`config.mk`:
```
export PLATFORM = sky130hd
export DESIGN_NAME = mpq_cell
export DESIGN_NICKNAME = d
export VERILOG_FILES = /design/src/hw/rtl/mpq_pkg.sv /design/src/hw/rtl/mpq_cell.sv
export SDC_FILE = /design/constraint.sdc
export NUM_CORES = 1
export LEC_CHECK = 0
export BUFFER_PORTS_ARGS = -buffer_cell sky130_fd_sc_hd__buf_2
export CAP_MARGIN = 0
export CORE_ASPECT_RATIO = 1.25
export CORE_MARGIN = 2
export CORE_UTILIZATION = 45
export DETAILED_ROUTE_END_ITERATION = 10
export GPL_ROUTABILITY_DRIVEN = 0
export PLACE_DENSITY = 0.88
export REMOVE_ABC_BUFFERS = 1
export SYNTH_ARGS = -nofsm -noshare
export SYNTH_HDL_FRONTEND = slang
export SYNTH_SLANG_ARGS = --single-unit
```
`constraint.sdc`:
```
create_clock -name clk -period 6.15 [get_ports clk]
set_input_delay 1.23 -clock clk [delete_from_list [all_inputs] [get_ports clk]]
set_output_delay 1.23 -clock clk [all_outputs]
set_load 0.1 [all_outputs]
```
`src/hw/rtl/mpq_pkg.sv`:
```
`timescale 1ns / 1ps
// ----------------------------------------------------------------------------
// mpq_pkg
// Shared types and codes for the max priority queue and its cells.
// ----------------------------------------------------------------------------
package mpq_pkg;

  localparam int DATA_W = 32;

  // Request operation codes
  localparam logic FUNC_INSERT  = 1'b0;
  localparam logic FUNC_EXTRACT = 1'b1;

  // Response status codes
  typedef enum logic [1:0] {
    ST_OK    = 2'd0,
    ST_FULL  = 2'd1,
    ST_EMPTY = 2'd2
  } status_t;

  // Command broadcast to every cell
  typedef struct packed {
    logic ins;  // insert that fits
    logic ext;  // extract from a non-empty queue
  } mpq_cmd_t;

endpackage

```
`src/hw/rtl/mpq_cell.sv`:
```
`timescale 1ns / 1ps
// ----------------------------------------------------------------------------
// mpq_cell
// One slot of the sorted row. Holds one value; the row is kept in
// descending order from slot 0, occupied slots below the fill count.
// ----------------------------------------------------------------------------
module mpq_cell
  import mpq_pkg::*;
#(
  parameter int CNT_W = 7,
  parameter int IDX   = 0
) (
  input  logic                     clk,
  input  mpq_cmd_t                 cmd,
  input  logic [CNT_W-1:0]         fill_count,
  input  logic signed [DATA_W-1:0] value,
  input  logic signed [DATA_W-1:0] left_data,
  input  logic                     left_gt,
  input  logic signed [DATA_W-1:0] right_data,
  output logic signed [DATA_W-1:0] data,
  output logic                     gt
);

  localparam logic [CNT_W-1:0] SLOT = CNT_W'(IDX);

  logic signed [DATA_W-1:0] data_next;

  // new value beats this slot when the slot is free or holds less
  always_comb begin
    gt = (fill_count <= SLOT) || (value > data);
  end

  // insert: shift right from the first losing slot; extract: shift left
  always_comb begin
    data_next = data;
    priority if (cmd.ins) begin
      if (left_gt) begin
        data_next = left_data;
      end else if (gt) begin
        data_next = value;
      end
    end else if (cmd.ext) begin
      data_next = right_data;
    end
  end

  always_ff @(posedge clk) begin
    data <= data_next;
  end

endmodule

```
==> flow_summary.ini, run 1 <==
[worst_setup_path]
arrival_ns = 3.22
slowest_stage = buf_2
crit_cells = 8
cp_data_required_time_ns = 4.92
critPathCaptureType = output port
path_max_fanout = 4
worst-path-buf-inv = 2
worstRegToRegCells = 8
crit_chain = buf_2 -> ha_1 -> nand4_1 -> nor4_4 -> nor3b_2 -> a211oi_1 -> o21ai_0 -> buf_2
cpMostUsedCell = buf_2
crit_path_end = gt
path_class = input pin to output port
worst_r2r_endpoint = data[28]
crit_start = value[27]
max_stage_delay_ns = 0.45
worstReg2RegStart = data[26]
cp-start-kind = input pin
rrSetupSlack_ns = 3.47
critPathTopFamily = simple AND/OR/NAND/NOR gates

[grt]
track_usage_pct = 19.8
antenna_found_initial = 0
grt_pass1_vias = 2351
grt_max_degree = 67
gr-total-overflow = 0
grt_pass1_wl_um = 9780

[yosys]
synth_fa_ha_area_share_pct = 15.8
ys_async_sr_fraction_pct = 0
syn_area_per_cell_um2 = 9.30
synth_edf_count = 32
synth_xor_area_share_pct = 0
yosys_warnings = 0
yosysTopAreaCell = edfxtp_1
synthTopCellsByCount = a21oi_1 (46), inv_1 (35), nor2_1 (34)
synth_top_family_by_area = adder cells
synth_top_area_share_pct = 38.0
synth.distinct_cells = 26
seq_area_frac_synth_pct = 38.0
synthMuxAreaShare_pct = 12.7
ys_seq_elements = 32
yosysMostFrequentCell = a21oi_1
synth_simple_gate_area_share_pct = 13.9
synthFlopType = edfxtp_1
synth.cell_area_um2 = 2530
postSynthCellCount = 272
synth_compound_area_share_pct = 12.7
synthTopCellsByArea = edfxtp_1 (38%), ha_1 (16%), mux2i_1 (13%)

[placement]
dp_hpwl_um = 5010
place_area_um2 = 3280
port_buffers = 139

[status]
outcome = complete, no violations

[routing]
avgRoutedWirePerCell_um = 13.2
first_pass_iters = 4
drc = 0
drtIter0Drc = 71
wirelength_um = 6220
vias = 2443
vias_per_cell = 5.19
final_antenna_net_count = 0

[min_path]
hold_class = input pin to flip-flop

[floorplanning]
die_w_um = 71.1
core_um2 = 5440
die_h_um = 87.8
die-area_um2 = 6240
io_pins = 140
num_rows = 30
start_util_pct = 46.5

[clocking]
cts_setup_buffers = 0
cts_resized = 0
cts_buffers = 5
cts.sinks = 32
clk_path_buf_depth = 2
cts-hold-fix-buffers = 0
cts_tree = built
clock_latency_ns = 0.28
htreeDepth = 2
cts_root_buf = clkbuf_8
path_clk_slew_ns = 0.06

[pwr]
irDropWorstVdd_v = 0.000151
powerDensity_nw_per_um2 = 251
static-leakage-power_uw = 0.00176

[timing]
period_share_pct = 72.3
tns_ns = 0
drv_slew = 0
layout_min_cycle_time_ns = 4.45
tightestPinTransition_ns = 0.986
rsz0062_at_grt = no
setup_viol = 0
slew_headroom_pct = 34.3
max_freq_mhz = 225
worst_clock_skew_ns = 0.00398
hold_viol_final = 0

[flow_run]
drv_cap = 0

[finish]
top_register = data
finalNetCount = 548
top_regs = data x32
fillers = 446
antenna_cells = 0
area_growth_syn_to_layout_pct = 32.4
finish.instance_area_um2 = 3350
drive_gt1_share_pct = 36.9
largest_reg_flops = 32
==> through the flow <==
stage / hold slack, ns / power (µW) / instances / util [%] / setup slack [ns]
2_1_floorplan: 1.44 / 599 / 261 / - / 0.469
3_3_place_gp: 1.50 / 692 / 466 / 60.3 / 1.80
3_5_place_dp: 1.50 / 702 / 466 / 60.3 / 1.74
4_1_cts: 1.26 / 848 / 471 / 61.5 / 1.70
5_1_grt: 1.27 / 884 / 471 / 61.5 / 1.52
6_report: 1.27 / 842 / 471 / 61.5 / 1.70
==> power by group <==
part / total, µW / switching [µW] / internal, µW
registers: 288 / 12.5 / 275
logic: 408 / 308 / 99.4
clock network: 146 / 73.5 / 72.9
total: 842 / 394 / 447
==> final cells by class <==
| cell class | instances | area [µm²] | share of cell area (%) |
|---|---|---|---|
| Inverter | 35 | 131 | 3.92 |
| Tap cell | 64 | 80.1 | 2.39 |
| Multi-Input combinational cell | 194 | 1400 | 41.7 |
| Clock buffer | 5 | 68.8 | 2.05 |
| Timing Repair Buffer | 141 | 711 | 21.2 |
| Sequential cell | 32 | 961 | 28.7 |
==> how the worst min path moves through the flow <==
stage	start	endpoint	slack, ns	cells past startpoint
detailed placement	data[31]	data[11]	1.50	7
floorplan	cmd[1]	data[0]	1.44	1
global placement	data[31]	data[15]	1.50	7
CTS	right_data[19]	data[19]	1.26	3
finish	right_data[5]	data[5]	1.27	3
global route	right_data[26]	data[26]	1.27	3
==> per-layer routing <==
metal  up-vias  routed length (µm)  global-route usage (%)
met5         -                   0                       0
met4         0                  65                    5.49
met3         7                 368                    4.37
met2        87                3350                    38.9
met1      1095                2440                    21.2
li1       1254                   -                       -
==> cells in the final DEF (no fill, tap or decap), drive strengths merged <==
cell type and n:
buf 141, a21oi 46, inv 35, nor2 34, mux2i 32, ha 32, edfxtp 32, nand2 10
nand4 9, o21ai 7, nand3 6, clkbuf 5, nor3 4, nor4 3, a211oi 2, a21boi 1
a211o 1, a221oi 1, nor3b 1, nand2b 1, and3 1, nor2b 1, a2111oi 1, o22ai 1
==> kinds of logic after synthesis <==
family | Yosys count
DFF | 32
adders and majority gates | 32
and+or+nand+nor | 70
AOI/OAI and AO/OA | 60
buffers and inverters | 46
muxes | 32
==> worst reg2reg max path, delay by kind of cell, from the launching register on <==
kind                       cells  cell delay [ns]
AOI/OAI and AO/OA              1             0.11
adders and majority gates      1             0.29
DFF                            1             0.37
and+or+nand+nor                4             1.06
buffers and inverters          2             0.48
(Power assumes the default switching activity.)
==> inputs of run 2 (changes only) <==
--- a/config.mk
+++ b/config.mk
@@ -5,6 +5,7 @@
 export SDC_FILE = /design/constraint.sdc
 export NUM_CORES = 1
 export LEC_CHECK = 0
+export ABC_AREA = 1
 export BUFFER_PORTS_ARGS = -buffer_cell sky130_fd_sc_hd__buf_2
 export CAP_MARGIN = 0
 export CORE_ASPECT_RATIO = 1.25
==> constraint.sdc (replaced) <==
create_clock -name clk -period 4.3 [get_ports clk]
set_input_delay 0.86 -clock clk [delete_from_list [all_inputs] [get_ports clk]]
set_output_delay 0.86 -clock clk [all_outputs]
set_load 0.1 [all_outputs]
==> run 2 against run 1 <==
Utilization up 0.61 points. Setup slack worse by 0.91 ns. Sequential power up 43%. Final area up 0.30%.
==> flow_summary.ini, run 2 <==
[status]
outcome = complete, no violations

[timing]
tns_ns = 0
worst_clock_skew_ns = 0.00507
setup_viol = 0
fin_hold_ws_ns = 0.856
hold_viol_final = 0
layout_min_cycle_time_ns = 3.50
tightestPinTransition_ns = 1.09
rsz0062_at_grt = no
max_freq_mhz = 285
period_share_pct = 81.5
drv_slew = 0
slew_headroom_pct = 27.6
fin_ws_ns = 0.796

[finish]
fillers = 491
seq_area_um2 = 961
top_register = data
finish.instance_area_um2 = 3360
antenna_cells = 0
fin_cells = 526
mostFrequentLayoutCells = buf_2 (139), nand2_1 (68), o21ai_0 (63), inv_1 (41), nor2_1 (41)
multi_input_area_um2 = 1350
largest_reg_flops = 32
area_growth_syn_to_layout_pct = 33.6
top_regs = data x32
final_common_cell = buf_2
drive_gt1_share_pct = 33.8
finalNetCount = 600

[pwr]
p_clk_share_pct = 22.2
swShare_pct = 45.6
static-leakage-power_uw = 0.00178
irDropWorstVdd_v = 0.000215
switchingPower_uw = 588
power.share.sequential_pct = 32.0
intPower_uw = 702
powerDensity_nw_per_um2 = 384
combPwrFrac_pct = 45.8

[routing]
avgRoutedWirePerCell_um = 13.0
drtIter0Drc = 175
first_pass_iters = 4
final_antenna_net_count = 0
vias_per_cell = 5.11
vias = 2687
drc = 0
wirelength_um = 6830

[yosys]
seq_area_frac_synth_pct = 38.2
syn_area_per_cell_um2 = 7.71
yosysMostFrequentCell = nand2_1
synth.cell_area_um2 = 2510
synth_edf_count = 32
synth.distinct_cells = 23
yosysTopAreaCell = edfxtp_1
ys_async_sr_fraction_pct = 0
ys_seq_elements = 32
postSynthCellCount = 326
synthTopCellsByArea = edfxtp_1 (38%), ha_1 (16%), o21ai_0 (13%)
synth_top_area_share_pct = 38.2
yosys_warnings = 0
synthTopCellsByCount = nand2_1 (68), o21ai_0 (63), inv_1 (41), nor2_1 (41)
synthFlopType = edfxtp_1

[worst_setup_path]
crit_path_end = gt
cp_data_required_time_ns = 3.44
arrival_ns = 2.64
rrSetupSlack_ns = 1.87
worstReg2RegStart = data[31]
crit_start = value[31]
path_max_fanout = 4
worstRegToRegCells = 13
critPathCaptureType = output port
worst_r2r_endpoint = data[21]
path_class = input pin to output port
cp-start-kind = input pin

[clocking]
cts_setup_buffers = 0
cts-hold-fix-buffers = 0
path_clk_slew_ns = 0.07
clock_latency_ns = 0.28
cts.sinks = 32
cts_buffers = 5
cts_resized = 0
clk_path_buf_depth = 2
cts_root_buf = clkbuf_8
htreeDepth = 2
cts_tree = built

[flow_run]
drv_cap = 0

[grt]
antenna_found_initial = 0
gr-total-overflow = 0
grt_pass1_vias = 2598
grt_max_degree = 35
grt_pass1_wl_um = 11000
track_usage_pct = 22.2

[floorplanning]
num_rows = 30
die-area_um2 = 6200
die_w_um = 70.9
io_pins = 140
die_h_um = 87.6
core_um2 = 5410
start_util_pct = 46.5

[placement]
placed_cells = 518
post-place-ws_ns = 0.769
place_area_um2 = 3250
port_buffers = 139
dp_hpwl_um = 5230

[min_path]
hold_depth = 3
hold_class = input pin to flip-flop
[run 2: cell count changes after synthesis, sizes merged, moves of 3 or more]
cell    change
nand2      +60
o21ai      +60
a21oi      -32
mux2i      -32
nor2        +8
inv         +7
nand4       -7
clkbuf      +4
buf         -3
nor3        -3
[run 2: worst min-delay path by stage]
stage / start / endpoint
after floorplan: right_data[0] / data[0]
after CTS: right_data[27] / data[27]
after global routing: right_data[4] / data[4]
final: right_data[27] / data[27]
after global placement: right_data[23] / data[23]
after detailed placement: right_data[27] / data[27]
[run 2: per-stage QoR]
step | total power (µW) | util, %
after floorplan | 869 | -
after global placement | 998 | 60.2
after detailed placement | 1010 | 60.2
after CTS | 1300 | 62.2
after global routing | 1360 | 62.2
final | 1290 | 62.2
[run 2: worst max-delay path, stage by stage]
cell	delay, ns
buf_2	0.11
ha_1	0.35
a21oi_1	0.19
o21a_2	0.14
nand2_1	0.05
a21oi_1	0.21
nand2_1	0.08
nand2_1	0.08
nand3_2	0.08
nand2_1	0.07
buf_2	0.42
[run 2: kinds of logic (layout without fill, tap and decap cells)]
group / Yosys count / count (layout) / synth area share, %
AOI/OAI and AO/OA: 85 / 85 / 17.4
adders and majority gates: 32 / 32 / 15.9
buffers and inverters: 55 / 191 / 8.21
DFF: 32 / 32 / 38.2
and+or+nand+nor: 122 / 122 / 20.3
[run 2: layout make-up]
type	instances	share of cell area, %
clock inverters	2	1.04
flip-flops and latches	32	28.6
clock buffers	6	2.16
repair buffers	140	20.9
well taps	64	2.38
inverters	43	4.80
multi-input cells	239	40.1
[run 2: layer usage]
metal	up-vias	part of all wire (%)	global-route usage, %
met5	-	0	0
met4	0	2.0	7.38
met3	14	5.8	3.57
met2	104	51	40.4
met1	1212	42	26.8
li1	1357	-	-
[run 2: power groups by stage]
stage | Sequential, µW | Clock [µW] | Combinational [µW]
floorplan | 692 | 0 | 177
CTS | 414 | 294 | 595
global placement | 417 | 0 | 581
finish | 413 | 286 | 591
detailed placement | 420 | 0 | 592
global route | 418 | 307 | 638
==> inputs of run 3 (changes only) <==
--- a/config.mk
+++ b/config.mk
@@ -10,10 +10,10 @@
 export CAP_MARGIN = 0
 export CORE_ASPECT_RATIO = 1.25
 export CORE_MARGIN = 2
-export CORE_UTILIZATION = 45
+export CORE_UTILIZATION = 41
 export DETAILED_ROUTE_END_ITERATION = 10
 export GPL_ROUTABILITY_DRIVEN = 0
-export PLACE_DENSITY = 0.88
+export PLACE_DENSITY = 0.85
 export REMOVE_ABC_BUFFERS = 1
 export SYNTH_ARGS = -nofsm -noshare
 export SYNTH_HDL_FRONTEND = slang
==> constraint.sdc (replaced) <==
create_clock -name clk -period 3.2 [get_ports clk]
set_input_delay 0.64 -clock clk [delete_from_list [all_inputs] [get_ports clk]]
set_output_delay 0.64 -clock clk [all_outputs]
set_load 0.1 [all_outputs]
==> run 3 against run 2 <==
Combinational power increased by 38%. Final area rose by 1.0%. Clock power up 2%. Setup slack lost 0.44 ns. First-iteration DRC count decreased by 48%. Hold slack got worse by 0.22 ns. Register-to-register slack worse by 0.94 ns. Sequential share of layout area shrank 0.28 points. Critical path type unchanged.
==> flow_summary.ini, run 3 (synthesis results as in run 2) <==
[min_path]
hold_class = input pin to flip-flop
min_from = right_data[4]

[clocking]
cts_resized = 0
cts_tree = built
clk_path_buf_depth = 2
cts_root_buf = clkbuf_8
cts_buffers = 5
cts.sinks = 32
htreeDepth = 2
path_clk_slew_ns = 0.07
clock_latency_ns = 0.28
cts-hold-fix-buffers = 0
cts_setup_buffers = 0

[timing]
drv_slew = 0
tns_ns = 0
hold_viol_final = 0
setup_viol = 0
layout_min_cycle_time_ns = 2.85
max_freq_mhz = 351
rsz0062_at_grt = no
slew_headroom_pct = 29.4
fin_ws_ns = 0.352
worst_clock_skew_ns = 0.00664
tightestPinTransition_ns = 1.06
period_share_pct = 89.0

[worst_setup_path]
cp-start-kind = input pin
path_class = input pin to output port
worstReg2RegStart = data[7]
path_max_fanout = 2
crit_start = value[5]
cp_data_required_time_ns = 2.56
critPathCaptureType = output port
arrival_ns = 2.21

[finish]
top_register = data
seq_area_um2 = 961
final_common_cell = buf_2
drive_gt1_share_pct = 33.7
antenna_cells = 0
fillers = 531
top_regs = data x32
mostFrequentLayoutCells = buf_2 (138), nand2_1 (68), o21ai_0 (63), inv_1 (41), nor2_1 (41)
finish.instance_area_um2 = 3390
area_growth_syn_to_layout_pct = 35.0
finalNetCount = 602
largest_reg_flops = 32
multi_input_area_um2 = 1350

[placement]
place_area_um2 = 3320
port_buffers = 139
post-place-ws_ns = 0.366
dp_hpwl_um = 5140

[pwr]
static-leakage-power_uw = 0.00178
irDropWorstVdd_v = 0.000301
power_uw = 1660
powerDensity_nw_per_um2 = 489

[status]
outcome = complete, no violations

[routing]
wirelength_um = 6860
vias = 2682
dr_wl_met2_um = 3550
avgRoutedWirePerCell_um = 12.6
first_pass_iters = 4
final_antenna_net_count = 0
drc = 0
wl_met3_um = 407
vias_per_cell = 4.92
topRoutingLayerUsed = met4
drtIter0Drc = 91
met1_length_um = 2830

[floorplanning]
die_w_um = 74.0
num_rows = 31
die-area_um2 = 6780
die_h_um = 91.5
core_um2 = 5860
start_util_pct = 42.9
io_pins = 140

[grt]
grt_pass1_vias = 2674
grt_max_degree = 35
gr-total-overflow = 0
track_usage_pct = 20.8
grt_pass1_wl_um = 11200
antenna_found_initial = 0

[flow_run]
drv_cap = 0
==> run 3: layer usage <==
layer,global-route usage [%],vias up
li1,-,1360
met1,24.1,1211
met2,38.1,104
met3,3.66,7
met4,5.61,0
met5,0,-
==> run 3: per-stage QoR <==
stage	util, %	cells	hold slack, ns
6_report	57.9	545	0.638
5_1_grt	57.9	545	0.638
4_1_cts	57.9	545	0.629
3_5_place_dp	56.6	538	0.926
3_3_place_gp	56.6	538	0.915
2_1_floorplan	-	314	0.831
==> run 3: final cells by class <==
type / instances / share of cell area (%)
sequential: 32 / 28.3
clock inverter: 2 / 0.221
tap: 82 / 3.02
clock buffer: 5 / 2.03
inverter: 43 / 4.76
multi-input combinational: 239 / 39.7
timing repair buffer: 142 / 22.0
==> run 3: worst max-delay path: stages <==
cell     delay (ns)
buf_2          0.11
ha_1           0.30
a21oi_1        0.16
nor2_1         0.05
nor2_1         0.14
nand2_1        0.09
nand2_1        0.06
nand2_1        0.07
nand2_1        0.08
nand2_1        0.05
nand2_1        0.07
nand3_2        0.08
nand2_1        0.12
buf_12         0.18
==> run 3: final timing paths <==
kind | depth (start not counted) | end | slack, ns
min reg2reg | 8 | data[24] | 1.38
max | 14 | gt | 0.35
max reg2reg | 15 | data[19] | 0.93
min | 3 | data[4] | 0.64
==> run 3: power breakdown <==
part | internal, µW | switching (µW)
Sequential | 529 | 23.1
Clock | 144 | 150
Combinational | 199 | 616
